File: src/sv/dwd_pkg.sv
// Shared types and constants for the diagonal weighted distance core.
package dwd_pkg;

  localparam int FRAC_BITS_DEF = 8;

  // Accumulator, radicand, root and shared subtractor widths.
  localparam int ACC_W  = 49;
  localparam int RAD_W  = 48;
  localparam int ROOT_W = 24;
  localparam int DIV_W  = 16;
  localparam int SUB_W  = 27;

  localparam logic [ACC_W-1:0] ACC_MAX = {1'b0, {(ACC_W-1){1'b1}}};
  localparam logic [ACC_W-1:0] ACC_MIN = {1'b1, {(ACC_W-1){1'b0}}};

  typedef enum logic {
    OP_DIV  = 1'b0,
    OP_SQRT = 1'b1
  } op_t;

  typedef struct packed {
    logic go;
    op_t  op;
  } cmd_t;

  typedef struct packed {
    logic busy;
    logic done;
  } status_t;

endpackage

File: src/sv/dwd_iter_unit.sv
// Iterative unit: restoring division or digit-by-digit square root on one subtractor.
module dwd_iter_unit #(
  parameter int QW = 40
) (
  input  logic                          clk,
  input  logic                          rst,
  input  dwd_pkg::cmd_t                 cmd,
  input  logic [QW-1:0]                 dividend,
  input  logic [dwd_pkg::DIV_W-1:0]     divisor,
  input  logic [dwd_pkg::RAD_W-1:0]     radicand,
  output dwd_pkg::status_t              st,
  output logic [QW-1:0]                 result
);

  localparam int SRC_W = (QW > dwd_pkg::RAD_W) ? QW : dwd_pkg::RAD_W;
  localparam int CW    = $clog2(SRC_W + 1);
  localparam int SW    = dwd_pkg::SUB_W;

  logic [SRC_W-1:0] src;
  logic [SW-1:0]    rem;
  logic [QW-1:0]    res;
  logic [CW-1:0]    cnt;
  logic             busy;
  logic             done;
  dwd_pkg::op_t     op;

  logic [SW-1:0]    rem_sh;
  logic [SW-1:0]    operand;
  logic [SW:0]      trial;
  logic             ge;

  // One trial subtraction per cycle, shared by both operations.
  always_comb begin
    if (op == dwd_pkg::OP_DIV) begin
      rem_sh  = {rem[SW-2:0], src[SRC_W-1]};
      operand = SW'(divisor);
    end else begin
      rem_sh  = {rem[SW-3:0], src[SRC_W-1:SRC_W-2]};
      operand = SW'({res[dwd_pkg::ROOT_W-1:0], 2'b01});
    end
    trial = {1'b0, rem_sh} - {1'b0, operand};
    ge    = ~trial[SW];
  end

  always_ff @(posedge clk) begin
    if (rst) begin
      busy <= 1'b0;
      done <= 1'b0;
      cnt  <= '0;
      op   <= dwd_pkg::OP_DIV;
    end else begin
      done <= 1'b0;
      if (cmd.go) begin
        op   <= cmd.op;
        busy <= 1'b1;
        rem  <= '0;
        res  <= '0;
        if (cmd.op == dwd_pkg::OP_DIV) begin
          src <= SRC_W'(dividend) << (SRC_W - QW);
          cnt <= CW'(QW);
        end else begin
          src <= SRC_W'(radicand) << (SRC_W - dwd_pkg::RAD_W);
          cnt <= CW'(dwd_pkg::ROOT_W);
        end
      end else if (busy) begin
        rem <= ge ? trial[SW-1:0] : rem_sh;
        res <= {res[QW-2:0], ge};
        src <= (op == dwd_pkg::OP_DIV) ? (src << 1) : (src << 2);
        cnt <= cnt - CW'(1);
        if (cnt == CW'(1)) begin
          busy <= 1'b0;
          done <= 1'b1;
        end
      end
    end
  end

  assign st.busy = busy;
  assign st.done = done;
  assign result  = res;

endmodule

File: src/sv/diagonal_weighted_distance_core.sv
// Top level of the diagonal weighted distance core: sequencer, accumulator and result word.
//
// Each input word carries one dimension of a vector pair: coord_a, coord_b and
// that dimension's variance, all signed fixed point with FRAC_BITS fraction
// bits, and last_dim marking the final dimension. The core squares the
// difference, divides it by the variance magnitude and adds the quotient,
// signed as the variance, to a saturating 49-bit accumulator.
// On the last dimension one output word follows: the floor square root of the
// sum (zero when the sum is not positive) and a flag that the sum clamped.
// Each word passes, from its acceptance to the next possible acceptance, through
// the accept cycle, a cycle that forms the square and starts the unit,
// 32 + FRAC_BITS restoring division steps, a cycle in which the unit reports
// completion and an accumulate cycle. A last word with a positive sum adds a
// start cycle, 24 two-bit square root steps on the same subtractor, a
// completion cycle and the cycle that loads the output register; with a sum
// that is not positive only that load is added. The output word appears in the
// same cycle as in_ready returns.
// The output word sits in its own register; the next input word is accepted
// while it waits. in_ready is high only in the idle state, and when a further
// result is ready while the receiver still stalls, the core waits in its final state.
// Synchronous reset clears the accumulator, the flag and out_valid.
module diagonal_weighted_distance_core #(
  parameter int FRAC_BITS = dwd_pkg::FRAC_BITS_DEF
) (
  input  logic                              clk,
  input  logic                              rst,
  input  logic                              in_valid,
  output logic                              in_ready,
  input  logic signed [15:0]                coord_a,
  input  logic signed [15:0]                coord_b,
  input  logic signed [15:0]                variance,
  input  logic                              last_dim,
  output logic                              out_valid,
  input  logic                              out_ready,
  output logic [dwd_pkg::ROOT_W-1:0]        distance,
  output logic                              saturated
);

  // Quotient width: a 32-bit square shifted up by the fraction bits.
  localparam int QW = 32 + FRAC_BITS;
  localparam int AW = dwd_pkg::ACC_W;

  typedef enum logic [2:0] {
    S_IDLE,
    S_MUL,
    S_DIV,
    S_ACC,
    S_ROOT_GO,
    S_ROOT,
    S_DONE
  } state_t;

  state_t                       state;
  logic [15:0]                  mag;
  logic [dwd_pkg::DIV_W-1:0]    dvsr;
  logic                         neg;
  logic                         last;
  logic [AW-1:0]                sum;
  logic                         sat_seen;
  logic [dwd_pkg::ROOT_W-1:0]   root_val;

  dwd_pkg::cmd_t                cmd;
  dwd_pkg::status_t             st;
  logic [QW-1:0]                quot;
  logic [QW-1:0]                dividend;
  logic [31:0]                  sq;

  logic signed [16:0]           diff;
  logic [AW-1:0]                term;
  logic [AW:0]                  s_ext;
  logic                         ovf;
  logic [AW-1:0]                s_clamped;

  // The difference of two 16-bit coordinates never exceeds 65535 in magnitude,
  // so 16 unsigned bits hold it; the square then fits in 32 bits.
  assign diff = 17'(coord_a) - 17'(coord_b);

  assign sq       = 32'(mag) * 32'(mag);
  assign dividend = QW'(sq) << FRAC_BITS;

  // The quotient takes the sign of the variance; an overflowing sum clamps to
  // whichever end of the range it ran past.
  always_comb begin
    term      = neg ? (AW'(0) - AW'(quot)) : AW'(quot);
    s_ext     = {sum[AW-1], sum} + {term[AW-1], term};
    ovf       = s_ext[AW] != s_ext[AW-1];
    s_clamped = ovf ? (s_ext[AW] ? dwd_pkg::ACC_MIN : dwd_pkg::ACC_MAX) : s_ext[AW-1:0];
  end

  // The division is started in the cycle the square is formed; the unit's
  // source register is the register after the multiplier.
  always_comb begin
    cmd.go = (state == S_MUL) || (state == S_ROOT_GO);
    cmd.op = (state == S_ROOT_GO) ? dwd_pkg::OP_SQRT : dwd_pkg::OP_DIV;
  end

  assign in_ready = (state == S_IDLE);

  always_ff @(posedge clk) begin
    if (rst) begin
      state     <= S_IDLE;
      sum       <= '0;
      sat_seen  <= 1'b0;
      out_valid <= 1'b0;
    end else begin
      // In the final state the output register is reloaded instead.
      if (out_valid && out_ready && (state != S_DONE)) begin
        out_valid <= 1'b0;
      end
      case (state)
        S_IDLE: begin
          if (in_valid) begin
            mag   <= diff[16] ? 16'(-diff) : diff[15:0];
            neg   <= variance[15];
            last  <= last_dim;
            if (variance == 16'sd0) begin
              dvsr <= 16'd1;
            end else if (variance[15]) begin
              dvsr <= 16'(-variance);
            end else begin
              dvsr <= variance;
            end
            state <= S_MUL;
          end
        end
        S_MUL: begin
          state <= S_DIV;
        end
        S_DIV: begin
          if (st.done) begin
            state <= S_ACC;
          end
        end
        S_ACC: begin
          sum  <= s_clamped;
          if (ovf) begin
            sat_seen <= 1'b1;
          end
          root_val <= '0;
          if (!last) begin
            state <= S_IDLE;
          end else if (!s_clamped[AW-1] && (s_clamped != '0)) begin
            state <= S_ROOT_GO;
          end else begin
            state <= S_DONE;
          end
        end
        S_ROOT_GO: begin
          state <= S_ROOT;
        end
        S_ROOT: begin
          if (st.done) begin
            root_val <= quot[dwd_pkg::ROOT_W-1:0];
            state    <= S_DONE;
          end
        end
        S_DONE: begin
          if (!out_valid || out_ready) begin
            distance  <= root_val;
            saturated <= sat_seen;
            out_valid <= 1'b1;
            sum       <= '0;
            sat_seen  <= 1'b0;
            state     <= S_IDLE;
          end
        end
        default: begin
          state <= S_IDLE;
        end
      endcase
    end
  end

  dwd_iter_unit #(
    .QW(QW)
  ) u_iter (
    .clk      (clk),
    .rst      (rst),
    .cmd      (cmd),
    .dividend (dividend),
    .divisor  (dvsr),
    .radicand (sum[dwd_pkg::RAD_W-1:0]),
    .st       (st),
    .result   (quot)
  );

  // The shared unit is never restarted while it is still iterating.
  a_no_restart: assert property (@(posedge clk) disable iff (rst)
    cmd.go |-> !st.busy)
    else $error("iterative unit started while busy");

  // A word is only taken when the unit is quiet.
  a_accept_quiet: assert property (@(posedge clk) disable iff (rst)
    (in_valid && in_ready) |-> !st.busy)
    else $error("input word accepted while the unit is busy");

  // Completion of the unit is only seen while the sequencer waits for it.
  a_done_expected: assert property (@(posedge clk) disable iff (rst)
    st.done |-> (state == S_DIV || state == S_ROOT))
    else $error("unit finished outside a waiting state");

  // A new output word is only raised from the final state of a vector.
  a_out_from_done: assert property (@(posedge clk) disable iff (rst)
    $rose(out_valid) |-> $past(state == S_DONE))
    else $error("output word raised outside the final state");

  // The accumulator is empty whenever a result has just been loaded.
  a_sum_cleared: assert property (@(posedge clk) disable iff (rst)
    (state == S_DONE && (!out_valid || out_ready)) |=> (sum == '0 && !sat_seen))
    else $error("accumulator not cleared after a result");

endmodule
File: config.mk
export PLATFORM = sky130hd
export DESIGN_NAME = diagonal_weighted_distance_core
export DESIGN_NICKNAME = d
export VERILOG_FILES = /design/src/sv/dwd_pkg.sv /design/src/sv/dwd_iter_unit.sv /design/src/sv/diagonal_weighted_distance_core.sv
export SDC_FILE = /design/constraint.sdc
export NUM_CORES = 1
export LEC_CHECK = 0
export ABC_AREA = 1
export BUFFER_PORTS_ARGS = -buffer_cell sky130_fd_sc_hd__buf_2
export CAP_MARGIN = 30
export CELL_PAD_IN_SITES_DETAIL_PLACEMENT = 0
export CELL_PAD_IN_SITES_GLOBAL_PLACEMENT = 1
export CORE_MARGIN = 3
export CORE_UTILIZATION = 29
export CTS_CLUSTER_DIAMETER = 80
export DETAILED_ROUTE_END_ITERATION = 10
export PLACE_DENSITY = 0.52
export SYNTH_ARGS = -nofsm -noshare
export SYNTH_HDL_FRONTEND = slang
export SYNTH_HIERARCHICAL = 1
export SYNTH_SLANG_ARGS = --single-unit
File: constraint.sdc
create_clock -name clk -period 10.5 [get_ports clk]
set_clock_uncertainty 0.15 [all_clocks]
set_input_delay 1.575 -clock clk [delete_from_list [all_inputs] [get_ports clk]]
set_output_delay 1.575 -clock clk [all_outputs]
set_load 0.02 [all_outputs]
After elaboration in Yosys (flattened, before gate mapping). Cells that the tools add are included. W data, S select, Z words.

Add/subtract/negate cells: 7. Multipliers: 1. Equal/unequal tests: 14. Muxes and demuxes: 39. Bitwise gates (word level): 4. Reductions and logical operators: 22.

Operators with widths (number): $mux W49 (4); $mux W48 (4); $pmux W49 S2 (1); $mux W26 (3); $add A49 B49 Y50 (1); $reduce_bool A49 Y1 (1); $pmux W24 S2 (1); $sub A1 B40 Y41 const A (1); $mux W40 (1); $mul A16 B16 Y32 (1); $neg A16 Y16 (2); $sub A27 B26 Y28 (1); $mux W27 (1); $mux W24 (1); $pmux W3 S7 (1); $mux W6 (3); $sub A16 B16 Y17 (1); $logic_not A16 Y1 (1); $mux W16 (1); $mux W15 (1); $mux W3 (5); $reduce_and A3 Y1 (4); $mux W1 (10); $eq A3 B3 Y1 const B (3); other kinds (20) (34).

Register bits: 260. Input bits: 53. Output and inout bits: 27. Logic and storage cells: 106.

Logic depth before layout (Yosys ltp).
Depth after elaboration: 10. Mapped depth: 47. Depth with buffers taken out: 47.

Modules after synthesis. Netlist, hierarchy kept.

Modules (own cells, without submodules): diagonal_weighted_distance_core (instances 1, cells an instance 2665, area each 18768.0 µm², sequential area each 3573.4 µm²); dwd_iter_unit (instances 1, cells an instance 1044, area each 8023.9 µm², sequential area each 3603.5 µm²).

Worst setup path after synthesis. No wires, ideal clock.

Path type: input to register. Start point: in rst. End point: reg u_iter.rem[0] (enable). Arrival: 6317 ps. Path slack: 3444 ps. Stages: 1. Buffers on the path: 0. Path through: nor2_1.

Word-level cells in the longest chain between the ends: 2.

RTL lines: start, declared (RTL line diagonal_weighted_distance_core.sv:26) `input logic rst,`; $not A1 Y1 (no line); $reduce_and A2 Y1 (no line); end signal, assigned (RTL line dwd_iter_unit.sv:66) `rem <= ge ? trial[SW-1:0] : rem_sh;`; end, declared (RTL line dwd_iter_unit.sv:20) `logic [SW-1:0] rem;`.

No other way between the ends. A chain may end at the register's enable or synchronous reset.

Final worst setup path.
Start point: reg u_iter.res[0], in the netlist u_iter/result[0]. End point: reg state[1].

Word-level cells in the longest chain between the ends: 10. Elaborated cells on any way between the ends: 12. Those cells by class: add/sub (2); eq/ne (1); mux (6); reduce/logical (3).

RTL lines: start, declared (RTL line dwd_iter_unit.sv:21) `logic [QW-1:0] res;`; start signal, assigned (RTL line dwd_iter_unit.sv:67) `res <= {res[QW-2:0], ge};`; $sub A1 B40 Y41 (RTL line diagonal_weighted_distance_core.sv:84) `term = neg ? (AW'(0) - AW'(quot)) : AW'(quot);`; $mux W49 (*) (RTL line diagonal_weighted_distance_core.sv:84); $add A49 B49 Y50 (*) (RTL line diagonal_weighted_distance_core.sv:85) `s_ext = {sum[AW-1], sum} + {term[AW-1], term};`; $mux W49 / $ne A1 B1 Y1 (equally long branches) (RTL line diagonal_weighted_distance_core.sv:87, diagonal_weighted_distance_core.sv:86); $mux W49 (*) (RTL line diagonal_weighted_distance_core.sv:87) `s_clamped = ovf ? (s_ext[AW] ? dwd_pkg::ACC_MIN : dwd_pkg::ACC_MAX) : s_ext[AW-1:0];`; $reduce_bool A49 Y1 / $logic_not A1 Y1 (equally long branches) (RTL line diagonal_weighted_distance_core.sv:142) `end else if (!s_clamped[AW-1] && (s_clamped != '0)) begin`; $logic_and A1 B1 Y1 (*) (RTL line diagonal_weighted_distance_core.sv:142); $mux W2 (*) (RTL line diagonal_weighted_distance_core.sv:142); $mux W3 (*) (RTL line diagonal_weighted_distance_core.sv:140) `if (!last) begin`; $pmux W3 S7 (*) (RTL line diagonal_weighted_distance_core.sv:110) `case (state)`; end signal, assigned (RTL line diagonal_weighted_distance_core.sv:141) `state <= S_IDLE;`; end signal, assigned (RTL line diagonal_weighted_distance_core.sv:143) `state <= S_ROOT_GO;`; end signal, assigned (RTL line diagonal_weighted_distance_core.sv:145) `state <= S_DONE;`; end, declared (RTL line diagonal_weighted_distance_core.sv:53) `state_t state;`.

Every way passes the cells marked *; elsewhere a longest branch is shown, timed or not.

==> results.py <==
metrics = {
    "status": {
        "status": "finished clean",
    },
    "route": {
        "drc": 0,
        "finalWirelength_um": 88450,
        "drt_iter0_markers": 1330,
        "vias": 22745,
        "vias_per_cell": 4.578,
        "ant_nets": 0,
        "firstDrtPassIters": 8,
        "wl_per_cell_um": 17.80,
    },
    "logic_synthesis": {
        "yosysWarnings": 6,
        "syn_area_um2": 26780,
        "synthCells": 3708,
        "avgSynthCellArea_um2": 7.223,
    },
    "clock_network": {
        "cts_resized": 0,
        "cts-buffers-inserted": 37,
        "cts_setup_buffers": 0,
        "h-tree-depth": 2,
        "cts-root-buf": "clkbuf_16",
        "ctsHoldBuffers": 0,
        "clk_path_buf_depth": 3,
        "cts_sinks": 260,
        "clk_latency_ns": 0.58,
        "cts_tree": "built",
        "clkTransAtPathRegs_ns": 0.06,
    },
    "timing": {
        "finalHoldViolCount": 0,
        "final.setup.tns_ns": 0,
        "rsz0062_at_grt": "false",
        "setup_viol_count_final": 0,
        "period_minus_slack_ns": 7.443,
        "maxSlewHeadroom": 0.3722,
        "tightest_slew_ns": 0.9383,
        "max_freq_ghz": 0.1344,
        "post-route-period-util": 0.7088,
        "drv_slew": 0,
    },
    "setup_path": {
        "critPathCaptureType": "flip-flop",
        "worst-path-buf-inv": 8,
        "start_kind": "flip-flop",
        "cp_top_family": "simple AND/OR/NAND/NOR gates",
        "crit_fanout": 41,
        "critPathRequiredTime_ns": 10.85,
        "cp_slowest_cell": "ha_1",
        "setup.worst_path.class": "flip-flop to flip-flop",
        "slowest_delay_ns": 0.58,
        "cp_common_cell": "nand2_1",
        "crit_arrival_ns": 7.80,
    },
    "global_route": {
        "antenna_found_initial": 3,
        "grt_util_all_layers": 0.1845,
        "grt_pass1_wl_um": 136700,
        "grt_pass1_vias": 23115,
        "grt_max_degree": 54,
        "grt_overflow": 0,
    },
    "final_layout": {
        "multi_input_comb_area_um2": 16300,
        "register_area_um2": 7178,
        "drive_gt1_frac": 0.05907,
        "fin_nets": 4180,
        "areaGrowthSynthToFinish_pct": 11.20,
        "fillers": 10002,
        "final_cell_mix": "1,007 x nand2_1, 781 x inv_1, 328 x nor2_1, 197 x edfxtp_1, 196 x ha_1",
        "layout_commonest_cell": "nand2_1",
        "antenna_cells": 0,
    },
    "die": {
        "core.rowCount": 110,
        "die_h_um": 309.9,
        "start_util": 0.2949,
        "chipWidth_um": 309.9,
        "pin_count": 80,
        "core_um2": 90840,
        "die_area_um2": 96040,
    },
    "hold_path": {
        "hold_path_class": "flip-flop to flip-flop",
    },
    "flow_run": {
        "cap_violations": 0,
    },
    "placed_design": {
        "numPortBuffers": 79,
        "hpwl_um": 71730,
        "gp_congestion": 0.8683,
    },
}
## through the flow
| step | utilization | hold slack, ns | cell area [µm²] | std cells | setup slack [ns] |
|---|---|---|---|---|---|
| after floorplan | - | 0.2503 | 26810 | 3716 | 3.444 |
| after global placement | 0.3144 | 0.2512 | 28550 | 4900 | 3.212 |
| after detailed placement | 0.3147 | 0.2545 | 28580 | 4901 | 3.072 |
| after CTS | 0.3279 | 0.2692 | 29780 | 4968 | 3.018 |
| after global routing | 0.3279 | 0.2722 | 29780 | 4968 | 2.150 |
| final | 0.3279 | 0.2671 | 29780 | 4968 | 3.057 |
## state kept, by name (all words and copies together), names as in the netlist, 3 cells and up
signal	count
u_iter/src	48
distance	24
dvsr	16
u_iter/rem	26
root_val	24
u_iter/result	40
u_iter/cnt	6
state	3
mag	16
sum	49
## layout make-up
class	instances	area share
Clock buffer	47	0.03268
Clock inverter	20	0.007687
Inverter	790	0.09956
Multi-Input combinational cell	2563	0.5474
Sequential cell	260	0.2410
Tap cell	1176	0.04940
Timing Repair Buffer	112	0.02226
## worst register-to-register path, delay by kind of cell, from the launching register on
kind	cells	cell delay, ns
flops	1	0.46
xor+xnor	2	0.39
buf+inv	8	0.89
compound gates	3	0.38
simple gates	32	3.97
fa+ha+maj	3	1.09
## layer usage
| layer | vias to the layer above | track usage | part of all wire |
|---|---|---|---|
| met5 | - | 0 | 0 |
| met4 | 0 | 0.03311 | 0.016 |
| met3 | 74 | 0.01960 | 0.033 |
| met2 | 346 | 0.3035 | 0.45 |
| met1 | 10577 | 0.2644 | 0.50 |
| li1 | 11748 | - | - |
## path summary, 6_finish.rpt
kind	startpoint	endpoint	slack, ns	depth (start not counted)
setup reg to reg	u_iter/result[0]	state[1]	3.06	48
hold reg to reg	root_val[6]	distance[6]	0.27	0
setup / recovery	u_iter/result[0]	state[1]	3.06	48
hold / removal	root_val[6]	distance[6]	0.27	0
Power is not shown: default switching activity piles up to over one toggle a cycle in this logic, so the estimate is an artifact.
